==> config.mk <==
export PLATFORM = sky130hd
export DESIGN_NAME = bicolor_matrix_pixel_writer_flat
export DESIGN_NICKNAME = d
export VERILOG_FILES = /design/src/design/bmpw_pkg.sv /design/src/design/bmpw_if.sv /design/src/design/bicolor_matrix_pixel_writer.sv /design/src/design/bmpw_front.sv /design/src/design/bmpw_queue.sv /design/src/design/bmpw_back.sv /design/src/flat_wrapper.sv
export SDC_FILE = /design/constraint.sdc
export NUM_CORES = 2
export LEC_CHECK = 0
export BUFFER_PORTS_ARGS = -buffer_cell sky130_fd_sc_hd__buf_2
export CAP_MARGIN = 20
export CORE_MARGIN = 2
export CORE_UTILIZATION = 63
export DETAILED_ROUTE_END_ITERATION = 12
export PLACE_DENSITY = 0.77
export SKIP_LAST_GASP = 1
export SYNTH_ARGS = -nofsm -noshare
export SYNTH_HDL_FRONTEND = slang
export SYNTH_HIERARCHICAL = 1
export SYNTH_SLANG_ARGS = --single-unit
==> constraint.sdc <==
create_clock -name clk -period 9.8 [get_ports clk]
set_input_delay 0.49 -clock clk [delete_from_list [all_inputs] [get_ports clk]]
set_output_delay 0.49 -clock clk [all_outputs]
set_load 0.01 [all_outputs]
==> src/design/bmpw_pkg.sv <==
// shared types, codes and constants of the bicolor matrix pixel writer
package bmpw_pkg;

    // input operation codes
    localparam logic [1:0] OP_PLOT      = 2'd0;
    localparam logic [1:0] OP_READ_LIVE = 2'd1;
    localparam logic [1:0] OP_READ_SNAP = 2'd2;
    localparam logic [1:0] OP_SNAPSHOT  = 2'd3;

    // classified command kinds carried through the queue
    localparam logic [1:0] CMD_PLOT     = 2'd0;
    localparam logic [1:0] CMD_READ     = 2'd1;
    localparam logic [1:0] CMD_SNAPSHOT = 2'd2;

    // result kinds
    localparam logic KIND_FRAME  = 1'b0;
    localparam logic KIND_ANSWER = 1'b1;

    // serial frame id sent ahead of the address
    localparam logic [2:0] FRAME_ID = 3'b101;

    // matrix geometry
    localparam int COL_LIMIT = 32;
    localparam int ROW_LIMIT = 16;

    // one store row holds the green word (low byte) and red word (high byte)
    localparam int ROW_AW = 7;
    localparam int ROWS   = 1 << ROW_AW;

    localparam int QUEUE_DEPTH = 2;

    typedef struct packed {
        logic [1:0]        cmd_kind;
        logic              snap_sel;
        logic              on_matrix;
        logic [ROW_AW-1:0] row_index;
        logic [3:0]        bit_mask;
        logic [1:0]        color;
        logic [2:0]        chip;
        logic [4:0]        addr;
    } cmd_t;

endpackage

==> src/design/bmpw_if.sv <==
// handshake channels: pixel commands in, driver frames and read answers out
interface bmpw_in_if;
    logic       valid;
    logic       ready;
    logic [1:0] operation;
    logic [5:0] column;
    logic [4:0] row;
    logic [2:0] pixel_color;

    modport source (output valid, operation, column, row, pixel_color, input ready);
    modport sink (input valid, operation, column, row, pixel_color, output ready);
endinterface

interface bmpw_out_if;
    logic        valid;
    logic        ready;
    logic        kind;
    logic [2:0]  chip;
    logic [5:0]  word_address;
    logic [3:0]  nibble;
    logic [13:0] frame_bits;
    logic [1:0]  read_color;
    logic        last;

    modport source (output valid, kind, chip, word_address, nibble, frame_bits,
                    read_color, last, input ready);
    modport sink (input valid, kind, chip, word_address, nibble, frame_bits,
                  read_color, last, output ready);
endinterface

==> src/design/bicolor_matrix_pixel_writer.sv <==
// top level of the bicolor matrix pixel writer: front end, queue, store sequencer
//
// usage:
//   cmd carries one beat per command (operation, column, row, pixel_color);
//   res carries driver write frames (kind 0) and pixel read answers (kind 1),
//   with last set on the final beat a command produces.
//   a changing plot gives two beats, green frame then red frame; reads give
//   one answer; a snapshot, a plot that changes nothing, an off-matrix plot
//   and a plot with an unknown color give no beat.
// flow:
//   the front end decodes in the cycle a beat is taken and the queue holds
//   up to QueueDepth commands, so cmd stays ready while the sequencer works
//   until the queue is full. a beat passes the queue, the store read and
//   the output register; the red frame follows the green frame.
//   the sequencer handles one command at a time, bounded by the single
//   store read port: a read or plot reads its row first; a snapshot reads
//   and rewrites each of the 128 rows in turn.
// reset:
//   asynchronous and active low; queue and output register empty, every
//   store row marked unwritten so it reads as all zeros. no clearing pass.
// stall:
//   while res is not ready the output beat holds and the sequencer waits;
//   the queue then fills and cmd ready drops once it is full.
module bicolor_matrix_pixel_writer #(
    parameter int QueueDepth = bmpw_pkg::QUEUE_DEPTH
) (
    input  logic       clk,
    input  logic       rst_n,
    bmpw_in_if.sink    cmd,
    bmpw_out_if.source res
);
    import bmpw_pkg::*;

    // front end to queue
    logic push;
    cmd_t push_entry;
    logic queue_full;

    // queue to sequencer
    logic head_valid;
    cmd_t head_entry;
    logic pop;

    // decode and filter incoming command beats
    bmpw_front u_front (
        .cmd        (cmd),
        .queue_full (queue_full),
        .push       (push),
        .entry      (push_entry)
    );

    // decouples intake from the store sequencer
    bmpw_queue #(
        .QueueDepth (QueueDepth)
    ) u_queue (
        .clk        (clk),
        .rst_n      (rst_n),
        .push       (push),
        .push_entry (push_entry),
        .pop        (pop),
        .full       (queue_full),
        .head_valid (head_valid),
        .head_entry (head_entry)
    );

    // shadow store, frame building and read answers
    bmpw_back u_back (
        .clk        (clk),
        .rst_n      (rst_n),
        .head_valid (head_valid),
        .head_entry (head_entry),
        .pop        (pop),
        .res        (res)
    );

endmodule

==> src/design/bmpw_front.sv <==
// front end: takes command beats, decodes coordinates and drops dead plots
module bmpw_front (
    bmpw_in_if.sink        cmd,
    input  logic           queue_full,
    output logic           push,
    output bmpw_pkg::cmd_t entry
);
    import bmpw_pkg::*;

    logic       on_matrix;
    logic [1:0] quarter;
    logic       keep;

    assign on_matrix = (cmd.column < 6'(COL_LIMIT)) && (cmd.row < 5'(ROW_LIMIT));
    assign quarter   = {cmd.row[3], cmd.column[4]};

    always_comb
    begin
        entry           = '0;
        entry.on_matrix = on_matrix;
        entry.addr      = {cmd.column[3:0], cmd.row[2]};
        entry.row_index = {quarter, cmd.column[3:0], cmd.row[2]};
        entry.bit_mask  = 4'b1000 >> cmd.row[1:0];
        entry.color     = cmd.pixel_color[1:0];
        entry.chip      = {1'b0, quarter} + 3'd1;
        entry.snap_sel  = (cmd.operation == OP_READ_SNAP);
        keep            = 1'b1;
        case (cmd.operation)
            OP_PLOT:
            begin
                entry.cmd_kind = CMD_PLOT;
                // off-matrix plots and unknown colors never reach the store
                keep = on_matrix && !cmd.pixel_color[2];
            end
            OP_READ_LIVE, OP_READ_SNAP:
            begin
                entry.cmd_kind = CMD_READ;
            end
            OP_SNAPSHOT:
            begin
                entry.cmd_kind = CMD_SNAPSHOT;
            end
            default:
            begin
                entry.cmd_kind = CMD_READ;
            end
        endcase
    end

    assign cmd.ready = !queue_full;
    assign push      = cmd.valid && !queue_full && keep;

endmodule

==> src/design/bmpw_queue.sv <==
// small command queue between the front end and the store sequencer
module bmpw_queue #(
    parameter int QueueDepth = bmpw_pkg::QUEUE_DEPTH
) (
    input  logic           clk,
    input  logic           rst_n,
    input  logic           push,
    input  bmpw_pkg::cmd_t push_entry,
    input  logic           pop,
    output logic           full,
    output logic           head_valid,
    output bmpw_pkg::cmd_t head_entry
);
    import bmpw_pkg::*;

    localparam int PW = (QueueDepth > 1) ? $clog2(QueueDepth) : 1;
    localparam int CW = $clog2(QueueDepth + 1);

    cmd_t          q_mem [QueueDepth];
    logic [PW-1:0] wr_ptr_reg, wr_ptr_next;
    logic [PW-1:0] rd_ptr_reg, rd_ptr_next;
    logic [CW-1:0] count_reg, count_next;

    assign full       = (count_reg == CW'(QueueDepth));
    assign head_valid = (count_reg != '0);
    assign head_entry = q_mem[rd_ptr_reg];

    always_comb
    begin
        // pointers wrap at the depth, which need not be a power of two
        wr_ptr_next = wr_ptr_reg;
        rd_ptr_next = rd_ptr_reg;
        if (push)
        begin
            wr_ptr_next = (wr_ptr_reg == PW'(QueueDepth - 1)) ? '0 : wr_ptr_reg + PW'(1);
        end
        if (pop)
        begin
            rd_ptr_next = (rd_ptr_reg == PW'(QueueDepth - 1)) ? '0 : rd_ptr_reg + PW'(1);
        end
        count_next  = count_reg + CW'(push) - CW'(pop);
    end

    always_ff @(posedge clk or negedge rst_n)
    begin
        if (!rst_n)
        begin
            wr_ptr_reg <= '0;
            rd_ptr_reg <= '0;
            count_reg  <= '0;
        end
        else
        begin
            wr_ptr_reg <= wr_ptr_next;
            rd_ptr_reg <= rd_ptr_next;
            count_reg  <= count_next;
        end
    end

    always_ff @(posedge clk)
    begin
        if (push)
        begin
            q_mem[wr_ptr_reg] <= push_entry;
        end
    end

    a_no_push_full: assert property (@(posedge clk) disable iff (!rst_n)
        push |-> !full)
        else $error("queue written while full");
    a_no_pop_empty: assert property (@(posedge clk) disable iff (!rst_n)
        pop |-> head_valid)
        else $error("queue popped while empty");
    a_count_bound: assert property (@(posedge clk) disable iff (!rst_n)
        count_reg <= CW'(QueueDepth))
        else $error("queue count beyond depth");

endmodule

==> src/design/bmpw_back.sv <==
// back end: shadow store, plot/read/snapshot sequencer and output register
module bmpw_back (
    input  logic           clk,
    input  logic           rst_n,
    input  logic           head_valid,
    input  bmpw_pkg::cmd_t head_entry,
    output logic           pop,
    bmpw_out_if.source     res
);
    import bmpw_pkg::*;

    localparam logic [2:0] S_IDLE   = 3'd0;
    localparam logic [2:0] S_ANSWER = 3'd1;
    localparam logic [2:0] S_PLOT   = 3'd2;
    localparam logic [2:0] S_RED    = 3'd3;
    localparam logic [2:0] S_SW_RD  = 3'd4;
    localparam logic [2:0] S_SW_WR  = 3'd5;

    logic [2:0]        state_reg, state_next;
    cmd_t              cmd_reg, cmd_next;
    logic [ROW_AW-1:0] sweep_reg, sweep_next;
    logic [3:0]        red_nib_reg, red_nib_next;

    // store: {red word, green word} per row, unwritten rows read as zero
    logic [15:0]       mem [ROWS];
    logic [ROWS-1:0]   row_valid_reg;
    logic [15:0]       rd_data_reg;
    logic              rd_valid_reg;
    logic              rd_en;
    logic [ROW_AW-1:0] rd_addr;
    logic              we;
    logic [ROW_AW-1:0] wr_addr;
    logic [15:0]       wr_data;

    logic [7:0] g_word, r_word;
    logic [3:0] g_live_new, r_live_new;
    logic [3:0] g_sel, r_sel;
    logic [1:0] cur_color, ans_color;
    logic [3:0] mask;

    // output register
    logic        out_valid_reg, out_valid_next;
    logic        out_kind_reg, out_kind_next;
    logic [2:0]  out_chip_reg, out_chip_next;
    logic [5:0]  out_addr_reg, out_addr_next;
    logic [3:0]  out_nib_reg, out_nib_next;
    logic [13:0] out_bits_reg, out_bits_next;
    logic [1:0]  out_color_reg, out_color_next;
    logic        out_last_reg, out_last_next;
    logic        out_free;
    logic        out_load;

    assign out_free = !out_valid_reg || res.ready;

    assign g_word = rd_valid_reg ? rd_data_reg[7:0] : 8'd0;
    assign r_word = rd_valid_reg ? rd_data_reg[15:8] : 8'd0;
    assign mask   = cmd_reg.bit_mask;

    assign cur_color  = {|(r_word[3:0] & mask), |(g_word[3:0] & mask)};
    assign g_live_new = cmd_reg.color[0] ? (g_word[3:0] | mask) : (g_word[3:0] & ~mask);
    assign r_live_new = cmd_reg.color[1] ? (r_word[3:0] | mask) : (r_word[3:0] & ~mask);
    assign g_sel      = cmd_reg.snap_sel ? g_word[7:4] : g_word[3:0];
    assign r_sel      = cmd_reg.snap_sel ? r_word[7:4] : r_word[3:0];
    assign ans_color  = cmd_reg.on_matrix ? {|(r_sel & mask), |(g_sel & mask)} : 2'd0;

    always_comb
    begin
        state_next     = state_reg;
        cmd_next       = cmd_reg;
        sweep_next     = sweep_reg;
        red_nib_next   = red_nib_reg;
        pop            = 1'b0;
        rd_en          = 1'b0;
        rd_addr        = cmd_reg.row_index;
        we             = 1'b0;
        wr_addr        = cmd_reg.row_index;
        wr_data        = {r_word[7:4], r_live_new, g_word[7:4], g_live_new};
        out_load       = 1'b0;
        out_kind_next  = out_kind_reg;
        out_chip_next  = out_chip_reg;
        out_addr_next  = out_addr_reg;
        out_nib_next   = out_nib_reg;
        out_bits_next  = out_bits_reg;
        out_color_next = out_color_reg;
        out_last_next  = out_last_reg;

        case (state_reg)
            S_IDLE:
            begin
                if (head_valid)
                begin
                    pop      = 1'b1;
                    cmd_next = head_entry;
                    rd_addr  = head_entry.row_index;
                    case (head_entry.cmd_kind)
                        CMD_READ:
                        begin
                            rd_en      = head_entry.on_matrix;
                            state_next = S_ANSWER;
                        end
                        CMD_PLOT:
                        begin
                            rd_en      = 1'b1;
                            state_next = S_PLOT;
                        end
                        CMD_SNAPSHOT:
                        begin
                            sweep_next = '0;
                            state_next = S_SW_RD;
                        end
                        default:
                        begin
                            state_next = S_IDLE;
                        end
                    endcase
                end
            end
            S_ANSWER:
            begin
                if (out_free)
                begin
                    out_load       = 1'b1;
                    out_kind_next  = KIND_ANSWER;
                    out_chip_next  = 3'd0;
                    out_addr_next  = 6'd0;
                    out_nib_next   = 4'd0;
                    out_bits_next  = 14'd0;
                    out_color_next = ans_color;
                    out_last_next  = 1'b1;
                    state_next     = S_IDLE;
                end
            end
            S_PLOT:
            begin
                if (cur_color == cmd_reg.color)
                begin
                    state_next = S_IDLE;
                end
                else if (out_free)
                begin
                    we             = 1'b1;
                    red_nib_next   = r_live_new;
                    out_load       = 1'b1;
                    out_kind_next  = KIND_FRAME;
                    out_chip_next  = cmd_reg.chip;
                    out_addr_next  = {1'b0, cmd_reg.addr};
                    out_nib_next   = g_live_new;
                    out_bits_next  = {FRAME_ID, 2'b00, cmd_reg.addr, g_live_new};
                    out_color_next = 2'd0;
                    out_last_next  = 1'b0;
                    state_next     = S_RED;
                end
            end
            S_RED:
            begin
                if (out_free)
                begin
                    out_load       = 1'b1;
                    out_kind_next  = KIND_FRAME;
                    out_chip_next  = cmd_reg.chip;
                    out_addr_next  = {1'b1, cmd_reg.addr};
                    out_nib_next   = red_nib_reg;
                    out_bits_next  = {FRAME_ID, 2'b01, cmd_reg.addr, red_nib_reg};
                    out_color_next = 2'd0;
                    out_last_next  = 1'b1;
                    state_next     = S_IDLE;
                end
            end
            S_SW_RD:
            begin
                rd_en      = 1'b1;
                rd_addr    = sweep_reg;
                state_next = S_SW_WR;
            end
            S_SW_WR:
            begin
                we         = 1'b1;
                wr_addr    = sweep_reg;
                wr_data    = {r_word[3:0], r_word[3:0], g_word[3:0], g_word[3:0]};
                sweep_next = sweep_reg + ROW_AW'(1);
                state_next = (&sweep_reg) ? S_IDLE : S_SW_RD;
            end
            default:
            begin
                state_next = S_IDLE;
            end
        endcase

        if (out_load)
        begin
            out_valid_next = 1'b1;
        end
        else if (res.ready)
        begin
            out_valid_next = 1'b0;
        end
        else
        begin
            out_valid_next = out_valid_reg;
        end
    end

    always_ff @(posedge clk or negedge rst_n)
    begin
        if (!rst_n)
        begin
            state_reg     <= S_IDLE;
            out_valid_reg <= 1'b0;
            row_valid_reg <= '0;
        end
        else
        begin
            state_reg     <= state_next;
            out_valid_reg <= out_valid_next;
            if (we)
            begin
                row_valid_reg[wr_addr] <= 1'b1;
            end
        end
    end

    always_ff @(posedge clk)
    begin
        cmd_reg        <= cmd_next;
        sweep_reg      <= sweep_next;
        red_nib_reg    <= red_nib_next;
        out_kind_reg   <= out_kind_next;
        out_chip_reg   <= out_chip_next;
        out_addr_reg   <= out_addr_next;
        out_nib_reg    <= out_nib_next;
        out_bits_reg   <= out_bits_next;
        out_color_reg  <= out_color_next;
        out_last_reg   <= out_last_next;
    end

    always_ff @(posedge clk)
    begin
        if (we)
        begin
            mem[wr_addr] <= wr_data;
        end
        if (rd_en)
        begin
            rd_data_reg  <= mem[rd_addr];
            rd_valid_reg <= row_valid_reg[rd_addr];
        end
    end

    assign res.valid        = out_valid_reg;
    assign res.kind         = out_kind_reg;
    assign res.chip         = out_chip_reg;
    assign res.word_address = out_addr_reg;
    assign res.nibble       = out_nib_reg;
    assign res.frame_bits   = out_bits_reg;
    assign res.read_color   = out_color_reg;
    assign res.last         = out_last_reg;

    a_no_overwrite: assert property (@(posedge clk) disable iff (!rst_n)
        out_load |-> (!out_valid_reg || res.ready))
        else $error("output beat overwritten before it was taken");
    a_green_pending: assert property (@(posedge clk) disable iff (!rst_n)
        (state_reg == S_RED) |-> (out_valid_reg && !out_last_reg
                                  && out_kind_reg == KIND_FRAME))
        else $error("red frame state without a pending green frame");
    a_frame_form: assert property (@(posedge clk) disable iff (!rst_n)
        (out_valid_reg && out_kind_reg == KIND_FRAME) |->
        (out_bits_reg[13:11] == FRAME_ID && out_bits_reg[3:0] == out_nib_reg
         && out_bits_reg[9:4] == out_addr_reg && out_chip_reg != 3'd0))
        else $error("malformed driver write frame");
    a_answer_last: assert property (@(posedge clk) disable iff (!rst_n)
        (out_valid_reg && out_kind_reg == KIND_ANSWER) |-> out_last_reg)
        else $error("read answer not marked last");
    a_no_pop_busy: assert property (@(posedge clk) disable iff (!rst_n)
        pop |-> (state_reg == S_IDLE))
        else $error("command taken while sequencer busy");

endmodule
==> src/flat_wrapper.sv <==
// flat-port wrapper written by rule: the top's interface ports become plain ports
module bicolor_matrix_pixel_writer_flat import bmpw_pkg::*;
#(
    parameter int QueueDepth = bmpw_pkg::QUEUE_DEPTH
)
  (clk, rst_n, cmd_valid, cmd_operation, cmd_column, cmd_row, cmd_pixel_color, cmd_ready, res_valid, res_kind, res_chip, res_word_address, res_nibble, res_frame_bits, res_read_color, res_last, res_ready);
  bmpw_in_if cmd_i ();
  bmpw_out_if res_i ();
  input  logic clk;
  input  logic rst_n;
  input wire logic [$bits(cmd_i.valid)-1:0] cmd_valid;
  input wire logic [$bits(cmd_i.operation)-1:0] cmd_operation;
  input wire logic [$bits(cmd_i.column)-1:0] cmd_column;
  input wire logic [$bits(cmd_i.row)-1:0] cmd_row;
  input wire logic [$bits(cmd_i.pixel_color)-1:0] cmd_pixel_color;
  output wire logic [$bits(cmd_i.ready)-1:0] cmd_ready;
  output wire logic [$bits(res_i.valid)-1:0] res_valid;
  output wire logic [$bits(res_i.kind)-1:0] res_kind;
  output wire logic [$bits(res_i.chip)-1:0] res_chip;
  output wire logic [$bits(res_i.word_address)-1:0] res_word_address;
  output wire logic [$bits(res_i.nibble)-1:0] res_nibble;
  output wire logic [$bits(res_i.frame_bits)-1:0] res_frame_bits;
  output wire logic [$bits(res_i.read_color)-1:0] res_read_color;
  output wire logic [$bits(res_i.last)-1:0] res_last;
  input wire logic [$bits(res_i.ready)-1:0] res_ready;
  assign cmd_i.valid = cmd_valid;
  assign cmd_i.operation = cmd_operation;
  assign cmd_i.column = cmd_column;
  assign cmd_i.row = cmd_row;
  assign cmd_i.pixel_color = cmd_pixel_color;
  assign cmd_ready = cmd_i.ready;
  assign res_valid = res_i.valid;
  assign res_kind = res_i.kind;
  assign res_chip = res_i.chip;
  assign res_word_address = res_i.word_address;
  assign res_nibble = res_i.nibble;
  assign res_frame_bits = res_i.frame_bits;
  assign res_read_color = res_i.read_color;
  assign res_last = res_i.last;
  assign res_i.ready = res_ready;
  bicolor_matrix_pixel_writer #(.QueueDepth(QueueDepth)) u_core (.clk(clk), .rst_n(rst_n), .cmd(cmd_i), .res(res_i));
endmodule
==> impl_metrics.ini <==
[drt]
drc = 0
routed_wl_mm = 250
viasPerCell = 6.86
drt_iter0_markers = 9744
ant_nets = 0
avgRoutedWirePerCell_um = 31.5
drt_pass1_iterations = 8
num_vias = 54500

[floorplanning]
ios = 53
core_area_sq_um = 143000
die_w_um = 383
die_h_um = 383
start_util_pct = 63.3
die-area_sq_um = 147000
rows = 139

[critical_path]
start_kind = register
path_delay_family = simple AND/OR/NAND/NOR gates
crit_required_ns = 10.36
critPathBufInv = 2
cpMostUsedCell = buf_4
end_kind = register
critPathKind = register to register
cp_slowest_stage_delay_ns = 0.89
cp_max_fo = 54
crit_chain = or2_1 -> o21a_1 -> or2_4 -> buf_4 -> buf_4 -> mux4_2 -> a22oi_1 -> nand3_1 -> a21oi_1 -> nor4_1
cpMaxStageDelayCell = a21oi_1
crit_arrival_ns = 6.41

[cells_and_area]
final_cell_mix = edfxtp_1 (2,167), nand2_1 (1,065), nand3_1 (403), mux4_2 (240), buf_4 (225)
layout_commonest_cell = edfxtp_1
multiInputGateArea_sq_um = 20400
fill_cells = 8611
area_growth_pct = 11.4
regArea_sq_um = 68500
largest_reg_flops = 2048
drive_gt1_share_pct = 17.5
layout.nets = 5869

[yosys]
ys_top_cells_by_area = edfxtp_1 (72%), mux4_2 (6.0%), nand2_1 (4.4%), dfrtp_1 (3.8%), nand3_1 (2.2%)
yosysTopAreaCell = edfxtp_1
synthMuxAreaShare_pct = 7.19
synth-simple-area-share_pct = 9.83
synth_top_family_by_area = simple AND/OR/NAND/NOR gates
yosys.area_share.adder_pct = 0.0966
synth_edf_count = 2167
yosys_register_bits = 2303
synth_xor_area_share_pct = 0.103
synth_area_sq_um = 90700
netlist_instances = 5685
yosys_warnings = 6
synth.distinct_cells = 71
avgSynthCellArea_sq_um = 16.0
synth_compound_area_share_pct = 4.96
ys_seq_area_share_pct = 75.5
synth_flop_cell = edfxtp_1
synth_top_area_share_pct = 71.7
async_flop_share_pct = 5.91

[timing]
timing.final.crit_share_pct = 59.8
hold_violations = 0
whs_ns = 0.0765
fin_skew_ns = 0.0288
min_period_ns = 5.86
setup_tns_ns = 0
rsz0062_at_grt = no
finalMaxSlewViolations = 0
max_freq_mhz = 171
setup_viol_count_final = 0
tightest_slew_ns = 1.29
slew_headroom_pct = 13.3

[clock_network]
cts_num_sinks = 2303
clock_path_buffers = 3
insertion_delay_ns = 0.85
cts_setup_buffers = 0
cts_root_buf = clkbuf_16
cts_tree = done
cts-htree-levels = 4
numCtsBuffers = 218
path_clk_slew_ns = 0.06

[min_path]
hold_class = input port to register

[run]
cap_violations = 0

[global_routing]
grt_first_pass_wirelength_mm = 361
grtUsageTotal_pct = 34.2
antenna_found_initial = 10
grt_overflow = 0
grt_pass1_vias = 53100
grt_max_degree = 154

[run_status]
status = complete, no violations

[placed_design]
io_buffer_count = 50
dpl.hpwl_mm = 141
gp_congestion = 0.902
## layout make-up
type	instances	share of cell area, %
timing repair buffer	315	2.51
inverter	12	0.0446
antenna	6	0.0149
tap	1903	2.36
multi-input combinational	2992	20.2
sequential	2303	67.8
clock buffer	302	5.92
clock inverter	110	1.13
## worst register-to-register path, cell delays in order (launching register included)
cell	delay, ns
dfrtp_1	0.58
or2_1	0.74
o21a_1	0.33
or2_4	0.52
buf_4	0.63
buf_4	0.77
mux4_2	0.50
a22oi_1	0.26
nand3_1	0.24
a21oi_1	0.89
nor4_1	0.10
## path summary, 6_finish.rpt
path	cells after the start	start	endpoint	slack [ns]
worst min-delay path	3	cmd_operation[1]	u_core/u_queue/q_mem[1][23]	0.08
min in group asynchronous	2	rst_n	u_core/u_back/row_valid_reg[35]	0.29
worst max-delay path	10	u_core/u_back/state_reg[0]	u_core/u_back/rd_data_reg[6]	3.94
worst max register to register	10	u_core/u_back/state_reg[0]	u_core/u_back/rd_data_reg[6]	3.94
worst min register to register	1	u_core/u_back/row_valid_reg[65]	u_core/u_back/row_valid_reg[65]	0.46
max in group asynchronous	3	rst_n	u_core/u_back/row_valid_reg[81]	8.03
## synth_stat cells, types with 8 or more instances
| library cell | n |
|---|---|
| buf_4 | 75 |
| mux4_2 | 240 |
| nor4_1 | 9 |
| mux2i_1 | 76 |
| a21boi_0 | 8 |
| or2_1 | 28 |
| nand2_1 | 1065 |
| and3_1 | 90 |
| nand3b_1 | 12 |
| nor3_1 | 13 |
| a32oi_1 | 24 |
| a211o_1 | 12 |
| or2_2 | 114 |
| o22ai_1 | 25 |
| a211oi_1 | 61 |
| buf_2 | 157 |
| a31oi_1 | 107 |
| and2_1 | 11 |
| nand3_1 | 403 |
| a221o_1 | 11 |
| nor2_1 | 180 |
| mux2_4 | 19 |
| buf_6 | 18 |
| o21ai_0 | 45 |
| edfxtp_1 | 2167 |
| a22oi_1 | 67 |
| o2111ai_1 | 14 |
| clkbuf_1 | 103 |
| a221oi_1 | 27 |
| a21oi_1 | 105 |
| nand4_1 | 39 |
| nor2b_1 | 9 |
| nand2b_1 | 10 |
| inv_1 | 11 |
| a311oi_1 | 56 |
| buf_1 | 24 |
| dfrtp_1 | 136 |
| a22o_1 | 18 |
## layer usage
layer	wire, um	vias to the layer above	part of all wire, %	global-route usage (%)
met5	147	-	0.059	0.455
met3	33900	846	14	9.07
met1	86000	27200	34	46.1
met4	15900	10	6.3	19.0
met2	114000	4326	46	51.3
li1	-	22200	-	-
## cells by family (layout without fill, tap and decap cells)
kind of cell,Yosys count,count (layout)
multiplexers,341,341
adder cells (fa/ha/maj),7,7
XOR/XNOR,9,9
AO/OA/AOI/OAI,632,632
flip-flops,2303,2303
AND/OR/NAND/NOR,2001,2001
buffers and inverters,391,739
other,1,8
## per-stage QoR
stage | std cells | setup WS [ns] | area, sq um | utilization (%)
floorplan | 5686 | 1.85 | 90700 | -
global placement | 7491 | 4.12 | 93400 | 65.2
detailed placement | 7498 | 4.15 | 93500 | 65.3
CTS | 7926 | 4.15 | 101000 | 70.3
global route | 7937 | 3.72 | 101000 | 70.5
finish | 7943 | 3.94 | 101000 | 70.5
## repair_timing
action,CTS,global route
endpoints found under the hold margin,122,0
resized for setup,0,0
hold buffers,16,0
setup endpoints to repair,0,0
Power is left out: the tool's default activity adds up to more than one toggle a clock period on the data nets, which glitch-free logic cannot reach.
